===== config.mk =====
export PLATFORM = sky130hd
export DESIGN_NAME = chunk_reassembly_tracker
export DESIGN_NICKNAME = d
export VERILOG_FILES = /design/src/rtl/core/crt_pkg.sv /design/src/rtl/core/chunk_reassembly_tracker.sv /design/src/rtl/core/crt_table.sv
export SDC_FILE = /design/constraint.sdc
export NUM_CORES = 2
export LEC_CHECK = 0
export BUFFER_PORTS_ARGS = -buffer_cell sky130_fd_sc_hd__buf_4
export CORE_ASPECT_RATIO = 1.5
export CORE_MARGIN = 2
export CORE_UTILIZATION = 60
export CTS_BUF_LIST = sky130_fd_sc_hd__clkbuf_4
export DETAILED_ROUTE_END_ITERATION = 8
export PLACE_DENSITY = 0.77
export SLEW_MARGIN = 5
export SYNTH_ARGS = -nofsm -noshare
export SYNTH_HDL_FRONTEND = slang
export SYNTH_HIERARCHICAL = 1
export SYNTH_SLANG_ARGS = --single-unit
export TNS_END_PERCENT = 5

===== constraint.sdc =====
create_clock -name aclk -period 17.1 [get_ports aclk]
set_input_delay 0.855 -clock aclk [delete_from_list [all_inputs] [get_ports aclk]]
set_output_delay 0.855 -clock aclk [all_outputs]
set_load 0.02 [all_outputs]

===== src/rtl/core/crt_pkg.sv =====
// ----------------------------------------------------------------------------
// Chunk reassembly tracker package
// Shared types, constants and state codes of the chunk reassembly tracker.
// ----------------------------------------------------------------------------
package crt_pkg;

    localparam int MAX_MESSAGES = 16;
    localparam int MAX_CHUNKS   = 64;
    localparam int SLOT_W       = $clog2(MAX_MESSAGES);
    localparam int IDX_W        = (MAX_CHUNKS > 1) ? $clog2(MAX_CHUNKS) : 1;
    localparam int CNT_W        = 7;

    localparam logic [15:0] MIN_PACKET    = 16'd13;
    localparam logic [31:0] TIMEOUT_RESET = 32'd60000;

    localparam logic [2:0] KIND_PARTIAL = 3'd0;
    localparam logic [2:0] KIND_DONE    = 3'd1;
    localparam logic [2:0] KIND_SHORT   = 3'd2;
    localparam logic [2:0] KIND_BADCNT  = 3'd3;
    localparam logic [2:0] KIND_BADIDX  = 3'd4;
    localparam logic [2:0] KIND_BEYOND  = 3'd5;
    localparam logic [2:0] KIND_FULL    = 3'd6;
    localparam logic [2:0] KIND_EVICT   = 3'd7;

    typedef struct packed {
        logic        cmd;
        logic [15:0] packet_length;
        logic        is_multi;
        logic [31:0] message_id;
        logic [31:0] chunk_count;
        logic [31:0] chunk_index;
    } crt_in_t;

    typedef struct packed {
        logic [2:0]       kind;
        logic [31:0]      result_id;
        logic [3:0]       slot;
        logic [CNT_W-1:0] chunks_received;
        logic [CNT_W-1:0] chunks_total;
        logic             last;
    } crt_out_t;

    typedef struct packed {
        logic [31:0]           id;
        logic [CNT_W-1:0]      total;
        logic [CNT_W-1:0]      received;
        logic [MAX_CHUNKS-1:0] bitmap;
        logic [31:0]           stamp;
    } crt_entry_t;

    typedef struct packed {
        logic              en;
        logic [SLOT_W-1:0] addr;
        crt_entry_t        data;
    } crt_wr_t;

    typedef enum logic [2:0] {
        ST_IDLE,
        ST_SRCH,
        ST_UPD,
        ST_SW_RD,
        ST_SW_CHK,
        ST_FLUSH
    } crt_state_t;

endpackage


===== src/rtl/core/chunk_reassembly_tracker.sv =====
// ----------------------------------------------------------------------------
// Chunk reassembly tracker
// Matches chunk headers to table slots, reports completion and evicts
// stale messages.
// ----------------------------------------------------------------------------
// A tick item only advances the tick counter. A chunk item has its header
// checked first; a rejected header goes to output, and the id search reads
// one table slot per cycle from the single read port of the table.
// A sweep reads, then checks, each slot; an eviction waits for free output.
// Reset clears the valid bits, tick counter and sweep mark at once and loads
// the timeout with 60000; the table memory itself is not cleared.
module chunk_reassembly_tracker (
    input  logic              aclk,
    input  logic              aresetn,
    input  logic              s_valid,
    output logic              s_ready,
    input  crt_pkg::crt_in_t  s_data,
    output logic              m_valid,
    input  logic              m_ready,
    output crt_pkg::crt_out_t m_data,
    input  logic              cfg_we,
    input  logic [31:0]       cfg_wdata
);
    import crt_pkg::*;

    crt_state_t state_reg, state_next;
    logic [31:0] timeout_reg, timeout_next;
    logic [31:0] tick_reg, tick_next;
    logic [31:0] last_sweep_reg, last_sweep_next;
    logic [MAX_MESSAGES-1:0] valid_reg, valid_next;
    logic [31:0] id_reg, id_next;
    logic [CNT_W-1:0] tot_reg, tot_next;
    logic [IDX_W-1:0] idx_reg, idx_next;
    logic [SLOT_W:0] scan_reg, scan_next;
    logic chk_valid_reg, chk_valid_next;
    logic [SLOT_W-1:0] chk_slot_reg, chk_slot_next;
    logic found_reg, found_next;
    logic [SLOT_W-1:0] fslot_reg, fslot_next;
    logic [SLOT_W-1:0] sw_reg, sw_next;
    crt_out_t pend_reg, pend_next;
    crt_out_t out_reg, out_next;
    logic out_valid_reg, out_valid_next;

    crt_wr_t wr;
    logic rd_en;
    logic [SLOT_W-1:0] rd_addr;
    crt_entry_t rd;

    logic s_acc, out_free, push, push_last;
    logic [31:0] dec_id, dec_cnt, dec_idx;
    logic early;
    logic hit, scan_done, beyond, sweep_due, stale, complete, has_free;
    logic [SLOT_W-1:0] free_slot;
    logic [CNT_W-1:0] u_tot, u_rcv, u_rcv2;
    logic [MAX_CHUNKS-1:0] u_bm, u_bm2, u_bit;

    crt_table u_table (
        .aclk    (aclk),
        .wr      (wr),
        .rd_en   (rd_en),
        .rd_addr (rd_addr),
        .rd_data (rd)
    );

    assign s_ready  = (state_reg == ST_IDLE);
    assign s_acc    = s_valid && s_ready;
    assign out_free = !out_valid_reg || m_ready;
    assign m_valid  = out_valid_reg;
    assign m_data   = out_reg;

    assign dec_id  = s_data.is_multi ? s_data.message_id  : 32'd0;
    assign dec_cnt = s_data.is_multi ? s_data.chunk_count : 32'd1;
    assign dec_idx = s_data.is_multi ? s_data.chunk_index : 32'd0;
    assign early   = (s_data.packet_length < MIN_PACKET) ||
                     (dec_cnt > 32'(MAX_CHUNKS)) || (dec_idx >= dec_cnt);

    assign hit       = chk_valid_reg && valid_reg[chk_slot_reg] && (rd.id == id_reg);
    assign scan_done = chk_valid_reg && (chk_slot_reg == SLOT_W'(MAX_MESSAGES - 1));

    assign u_tot  = found_reg ? rd.total : tot_reg;
    assign u_rcv  = found_reg ? rd.received : '0;
    assign u_bm   = found_reg ? rd.bitmap : '0;
    assign u_bit  = MAX_CHUNKS'(1) << idx_reg;
    assign u_bm2  = u_bm | u_bit;
    assign u_rcv2 = u_rcv + CNT_W'((u_bm & u_bit) == '0);
    assign beyond   = found_reg && ({{(CNT_W - IDX_W){1'b0}}, idx_reg} >= u_tot);
    assign complete = (u_rcv2 == u_tot);

    assign sweep_due = (tick_reg - last_sweep_reg) >= timeout_reg;
    assign stale     = valid_reg[sw_reg] && ((tick_reg - rd.stamp) > timeout_reg);

    always_comb begin
        has_free  = 1'b0;
        free_slot = '0;
        for (int s = MAX_MESSAGES - 1; s >= 0; s--) begin
            if (!valid_reg[s]) begin
                has_free  = 1'b1;
                free_slot = SLOT_W'(s);
            end
        end
    end

    always_comb begin
        state_next = state_reg;
        unique case (state_reg)
            ST_IDLE: begin
                if (s_acc && !s_data.cmd) begin
                    state_next = early ? ST_FLUSH : ST_SRCH;
                end
            end
            ST_SRCH: begin
                if (hit || scan_done) begin
                    state_next = ST_UPD;
                end
            end
            ST_UPD: begin
                state_next = (!beyond && sweep_due) ? ST_SW_RD : ST_FLUSH;
            end
            ST_SW_RD: begin
                state_next = ST_SW_CHK;
            end
            ST_SW_CHK: begin
                if (!stale || out_free) begin
                    state_next = (sw_reg == SLOT_W'(MAX_MESSAGES - 1)) ? ST_FLUSH : ST_SW_RD;
                end
            end
            ST_FLUSH: begin
                if (out_free) begin
                    state_next = ST_IDLE;
                end
            end
            default: state_next = ST_IDLE;
        endcase
    end

    always_comb begin
        timeout_next    = cfg_we ? cfg_wdata : timeout_reg;
        tick_next       = tick_reg;
        last_sweep_next = last_sweep_reg;
        valid_next      = valid_reg;
        id_next         = id_reg;
        tot_next        = tot_reg;
        idx_next        = idx_reg;
        scan_next       = scan_reg;
        chk_valid_next  = 1'b0;
        chk_slot_next   = chk_slot_reg;
        found_next      = found_reg;
        fslot_next      = fslot_reg;
        sw_next         = sw_reg;
        pend_next       = pend_reg;
        push            = 1'b0;
        push_last       = 1'b0;
        rd_en           = 1'b0;
        rd_addr         = sw_reg;
        wr              = '0;
        unique case (state_reg)
            ST_IDLE: begin
                if (s_acc) begin
                    if (s_data.cmd) begin
                        tick_next = tick_reg + 32'd1;
                    end else begin
                        id_next    = dec_id;
                        tot_next   = CNT_W'(dec_cnt);
                        idx_next   = IDX_W'(dec_idx);
                        scan_next  = '0;
                        found_next = 1'b0;
                        pend_next  = '0;
                        if (s_data.packet_length < MIN_PACKET) begin
                            pend_next.kind = KIND_SHORT;
                        end else if (dec_cnt > 32'(MAX_CHUNKS)) begin
                            pend_next.kind      = KIND_BADCNT;
                            pend_next.result_id = dec_id;
                        end else begin
                            pend_next.kind         = KIND_BADIDX;
                            pend_next.result_id    = dec_id;
                            pend_next.chunks_total = CNT_W'(dec_cnt);
                        end
                    end
                end
            end
            ST_SRCH: begin
                rd_en   = !scan_reg[SLOT_W] && !hit;
                rd_addr = scan_reg[SLOT_W-1:0];
                if (rd_en) begin
                    scan_next      = scan_reg + 1'b1;
                    chk_valid_next = 1'b1;
                    chk_slot_next  = scan_reg[SLOT_W-1:0];
                end
                if (hit) begin
                    found_next = 1'b1;
                    fslot_next = chk_slot_reg;
                end
            end
            ST_UPD: begin
                pend_next.result_id       = id_reg;
                pend_next.chunks_received = u_rcv2;
                pend_next.chunks_total    = u_tot;
                pend_next.last            = 1'b0;
                pend_next.slot            = '0;
                wr.data.id       = id_reg;
                wr.data.total    = u_tot;
                wr.data.received = u_rcv2;
                wr.data.bitmap   = u_bm2;
                wr.data.stamp    = tick_reg;
                if (beyond) begin
                    pend_next.kind            = KIND_BEYOND;
                    pend_next.slot            = 4'(fslot_reg);
                    pend_next.chunks_received = u_rcv;
                end else if (complete) begin
                    pend_next.kind = KIND_DONE;
                    if (found_reg) begin
                        pend_next.slot        = 4'(fslot_reg);
                        valid_next[fslot_reg] = 1'b0;
                    end
                end else if (found_reg) begin
                    pend_next.kind = KIND_PARTIAL;
                    pend_next.slot = 4'(fslot_reg);
                    wr.en          = 1'b1;
                    wr.addr        = fslot_reg;
                end else if (has_free) begin
                    pend_next.kind        = KIND_PARTIAL;
                    pend_next.slot        = 4'(free_slot);
                    wr.en                 = 1'b1;
                    wr.addr               = free_slot;
                    valid_next[free_slot] = 1'b1;
                end else begin
                    pend_next.kind = KIND_FULL;
                end
                if (!beyond && sweep_due) begin
                    last_sweep_next = tick_reg;
                    sw_next         = '0;
                end
            end
            ST_SW_RD: begin
                rd_en   = 1'b1;
                rd_addr = sw_reg;
            end
            ST_SW_CHK: begin
                if (!stale || out_free) begin
                    sw_next = sw_reg + 1'b1;
                end
                if (stale && out_free) begin
                    push                      = 1'b1;
                    valid_next[sw_reg]        = 1'b0;
                    pend_next.kind            = KIND_EVICT;
                    pend_next.result_id       = rd.id;
                    pend_next.slot            = 4'(sw_reg);
                    pend_next.chunks_received = rd.received;
                    pend_next.chunks_total    = rd.total;
                    pend_next.last            = 1'b0;
                end
            end
            ST_FLUSH: begin
                if (out_free) begin
                    push      = 1'b1;
                    push_last = 1'b1;
                end
            end
            default: begin
                push = 1'b0;
            end
        endcase

        out_next = out_reg;
        if (push) begin
            out_next      = pend_reg;
            out_next.last = push_last;
        end
        if (push) begin
            out_valid_next = 1'b1;
        end else if (m_ready) begin
            out_valid_next = 1'b0;
        end else begin
            out_valid_next = out_valid_reg;
        end
    end

    always_ff @(posedge aclk) begin
        if (!aresetn) begin
            state_reg      <= ST_IDLE;
            timeout_reg    <= TIMEOUT_RESET;
            tick_reg       <= '0;
            last_sweep_reg <= '0;
            valid_reg      <= '0;
            chk_valid_reg  <= 1'b0;
            out_valid_reg  <= 1'b0;
        end else begin
            state_reg      <= state_next;
            timeout_reg    <= timeout_next;
            tick_reg       <= tick_next;
            last_sweep_reg <= last_sweep_next;
            valid_reg      <= valid_next;
            chk_valid_reg  <= chk_valid_next;
            out_valid_reg  <= out_valid_next;
        end
    end

    always_ff @(posedge aclk) begin
        id_reg       <= id_next;
        tot_reg      <= tot_next;
        idx_reg      <= idx_next;
        scan_reg     <= scan_next;
        chk_slot_reg <= chk_slot_next;
        found_reg    <= found_next;
        fslot_reg    <= fslot_next;
        sw_reg       <= sw_next;
        pend_reg     <= pend_next;
        out_reg      <= out_next;
    end

    a_last_from_flush: assert property (@(posedge aclk) disable iff (!aresetn)
        (push && push_last) |-> (state_reg == ST_FLUSH))
        else $error("final item pushed outside flush");

    a_no_read_after_hit: assert property (@(posedge aclk) disable iff (!aresetn)
        (state_reg == ST_SRCH && hit) |-> !rd_en)
        else $error("table read issued after a hit");

    a_alloc_free_slot: assert property (@(posedge aclk) disable iff (!aresetn)
        (state_reg == ST_UPD && wr.en && !found_reg) |-> !valid_reg[wr.addr])
        else $error("allocation into an occupied slot");

endmodule


===== src/rtl/core/crt_table.sv =====
// ----------------------------------------------------------------------------
// Chunk reassembly table memory
// One write port and one enabled read port with registered read data.
// ----------------------------------------------------------------------------
module crt_table (
    input  logic                             aclk,
    input  crt_pkg::crt_wr_t                 wr,
    input  logic                             rd_en,
    input  logic [crt_pkg::SLOT_W-1:0]       rd_addr,
    output crt_pkg::crt_entry_t              rd_data
);
    import crt_pkg::*;

    crt_entry_t mem [MAX_MESSAGES];
    crt_entry_t rd_data_reg;

    always_ff @(posedge aclk) begin
        if (wr.en) begin
            mem[wr.addr] <= wr.data;
        end
        if (rd_en) begin
            rd_data_reg <= mem[rd_addr];
        end
    end

    assign rd_data = rd_data_reg;

endmodule


==> run summary <==
Yosys
* Post-Synth Adder-Cell Area: 1.982%
* number of synthesized flops with an enable pin: 2584
* most numerous cell in the Yosys netlist: sky130_fd_sc_hd__edfxtp_1
* combinational family with the most area after synthesis: multiplexers
* post-synthesis cell type count: 92
* warnings from Yosys: 6
* share of synthesized area occupied by flip-flops and latches: 72.26%
* flip-flop and latch count after synthesis: 2701
* post-synthesis async set-or-reset flop share: 0%
* synthesized-area fraction occupied by and/or/nand/nor cells: 4.939%
* cell types with the highest counts after synthesis: 2584 x sky130_fd_sc_hd__edfxtp_1, 537 x sky130_fd_sc_hd__mux4_2, 318 x sky130_fd_sc_hd__a22oi_1
* Compound-Gate Fraction of Synth Area: 5.457%
* synthesized-area fraction occupied by xor and xnor cells: 0.9784%
* dominant synthesized flop cell: sky130_fd_sc_hd__edfxtp_1
* number of cells produced by synthesis: 6068
* Post-Synthesis Mean Instance Area: 18.23 um^2
* cell type with the highest aggregate area in the netlist: sky130_fd_sc_hd__edfxtp_1
* synthesized cell area: 110600 um^2
* synth top area cells: sky130_fd_sc_hd__edfxtp_1 70%, sky130_fd_sc_hd__mux4_2 11%, sky130_fd_sc_hd__a22oi_1 2.2%, sky130_fd_sc_hd__dfxtp_1 2.1%, sky130_fd_sc_hd__ha_1 1.9%
* Mapped Nets: 6393
* area fraction of the dominant cell type after synthesis: 70.14%
* post-synthesis mux area share: 12.54%

Die
* Die Area: 187900 um^2
* area of the core: 183800 um^2
* number of cell rows: 193
* starting density of the core: 60.20%
* Chip Height: 529.9 um
* overall die width: 354.6 um
* count of boundary I/O pins: 207

Detailed routing
* TritonRoute pass-1 iters: 7
* post-route ant nets: 0
* Starting DRT DRC Count: 6832
* wire length on met2: 139300 um
* aggregate routed wire length: 273300 um
* DRC viols: 0
* routed wire length per instance: 28.45 um
* Vias per Instance: 6.436
* top sig layer: met5
* detailed route wirelength on metal3: 24140 um
* via count of the routed design: 61837
* Metal-1 WL: 95350 um

Min path
* Worst Hold Depth: 2
* worst hold-check path type: input pin to flip-flop
* sink of the worst hold path: idx_reg[1]
* source of the worst hold timing path: s_data[1]

Global routing
* largest net degree at the start of global routing: 143
* Remaining Overflow, GRT: 0
* via count of the first global-routing pass: 63291
* wire length of the first global-routing pass: 401100 um
* number of antenna violations at the first check in global routing: 12
* total routing resource utilization after global routing: 29.12%

Clock tree
* clock sink total: 2701
* TritonCTS clock tree: built
* CTS HTree Levels: 6
* post-CTS setup buffers: 0
* total clock buffers created by CTS: 598
* Worst-Skew Late Latency: 1.28 ns
* number of buffers on the longest clock path: 4
* CTS resizes: 0
* root cell of the clock tree: sky130_fd_sc_hd__clkbuf_4
* clock-pin slew of the registers on the worst-case setup and hold paths: 0.07 ns
* post-cts hold buffer count: 74

STA
* worst max-slew margin expressed relative to the limit: 13.13%
* Final period util: 49.24%
* clock tree skew after final layout: 0.1057 ns
* Hold Violations, Final: 0
* Fmax: 0.1188 GHz
* fin. max-slew vios: 0
* Final setup violation count: 0
* measured slew at the worst slew-check pin: 1.298 ns
* aggregate negative setup slack: 0 ns
* crit path setup slack, layout: 8.679 ns
* RSZ-0062 raised after global routing: no
* clock period minus final worst setup slack: 8.421 ns

Critical path
* worst r2r path cells: 20
* Setup crit start kind: flip-flop
* critical path endpoint category: flip-flop
* critical-path maximum fanout: 46
* category of the most critical setup path: flip-flop to flip-flop
* required time at the worst-slack endpoint: 17.92 ns
* worst setup path startpoint: idx_reg[0]
* setup slack of the worst register-to-register path: 8.68 ns
* capturing point of the worst reg2reg path: u_table/mem[1][141]
* r2r startpoint: idx_reg[0]
* arrival time at the worst endpoint: 9.24 ns

Power and ir drop
* Clk network pwr share: 28.1%
* Combinational Power Share: 27.8%
* Peak supply drop: 0.2002 mV
* Internal Power: 12060 uW
* register share of total power: 44.1%
* power dissipated by switching net loads: 5513 uW
* power density of the placed cells: 142.7 nW/um^2
* Switching Fraction: 31.37%
* cell leakage power: 0.04029 uW

Cells and area
* layout overhead on the synthesized area: 11.35%
* fraction of the core area covered by cells at the end of the flow: 67.03%
* net total in the final layout: 7058
* max FFs per register: 2272
* ratio of cells with drive above 1 in the final layout: 26.68%
* Filler Cells Inserted: 11737

Place
* Port Buffers: 206
* estimated wirelength of the detail-placed design: 162300 um
* last weighted congestion value of the routability-driven placer: 0.9608
* Post-Place Worst Slack: 8.842 ns

Status
* status: finished clean

Flow run
* total of max-cap violations: 0

[how the worst max path moves through the flow]
stage	to	cells past startpoint
finish	u_table/mem[1][141]	20
CTS	u_table/mem[1][106]	20
global placement	u_table/mem[1][112]	20
floorplan	u_table/mem[0][0]	20
detailed placement	u_table/mem[1][112]	19
global route	u_table/mem[1][106]	20
[power groups by stage]
stage	sequential [uW]	combinational (uW)	clock, uW
floorplan	7880	3350	0
global placement	7880	4810	0
detailed placement	7890	4860	0
CTS	7750	4890	5040
global route	7760	5140	5330
finish	7750	4890	4940
[worst max-delay path, cell delays in order (launching register included)]
cell and delay, ns:
sky130_fd_sc_hd__edfxtp_1 0.52, sky130_fd_sc_hd__nand2b_1 0.26, sky130_fd_sc_hd__nor3b_1 0.83, sky130_fd_sc_hd__a222oi_1 0.36
sky130_fd_sc_hd__nand3_1 0.17, sky130_fd_sc_hd__a221oi_1 0.08, sky130_fd_sc_hd__a31oi_1 0.16, sky130_fd_sc_hd__o21ai_0 0.20
sky130_fd_sc_hd__ha_1 0.36, sky130_fd_sc_hd__ha_1 0.28, sky130_fd_sc_hd__nand3_1 0.15, sky130_fd_sc_hd__mux2i_2 0.29
sky130_fd_sc_hd__xor2_1 0.21, sky130_fd_sc_hd__nand3_2 0.19, sky130_fd_sc_hd__a211oi_4 0.51, sky130_fd_sc_hd__nand2b_1 0.28
sky130_fd_sc_hd__nor2_1 0.14, sky130_fd_sc_hd__or3b_2 0.61, sky130_fd_sc_hd__nor2_4 0.72, sky130_fd_sc_hd__buf_4 0.75
sky130_fd_sc_hd__buf_4 0.83
[cell usage in the layout, fill, tap and decap left out, drive strengths merged, types with 49 or more instances in the layout]
master,instances
dfxtp,117
mux2i,94
xnor2,86
a22oi,318
nand3,54
a21oi,127
and2,105
ha,172
o21ai,118
mux4,537
a21o,49
inv,137
dlygate4sd3,74
nand2,300
and3,92
nor2,182
edfxtp,2584
buf,316
mux2,74
nor2b,109
clkinv,149
clkbuf,839
[logic make-up after synthesis]
logic type	count (synthesis)
AO/OA/AOI/OAI	856
XOR/XNOR	122
adder cells (fa/ha/maj)	174
buffers and inverters	450
flip-flops	2701
multiplexers	705
AND/OR/NAND/NOR	1060
[layout make-up]
class                   instances  area (um^2)  area share (%)
inverters                     125        469.2          0.3809
clock inverters               191         1262           1.025
well taps                    2437         3049           2.475
diodes                          8        20.02         0.01625
clock buffers                 839         6299           5.113
repair buffers                390         3238           2.629
multi-input cells            2917        28900           23.46
flip-flops and latches       2701        79940           64.90
[through the flow]
stage | hold WS [ns] | total power, uW | cells | area (um^2)
after floorplan | 0.4003 | 11230 | 6068 | 110600
after global routing | 0.06312 | 18240 | 9605 | 123200
after detailed placement | 0.4045 | 12750 | 8496 | 114900
after CTS | 0.01122 | 17680 | 9600 | 123200
final | 0.09656 | 17570 | 9608 | 123200
after global placement | 0.4022 | 12690 | 8496 | 114900
[per-layer routing]
metal,vias to the layer above,track usage [%]
met5,-,0
met4,6,15.54
met3,632,5.163
met2,3417,49.44
met1,31440,35.87
li1,26342,-
Note: power is estimated with default switching activity, not from simulation.
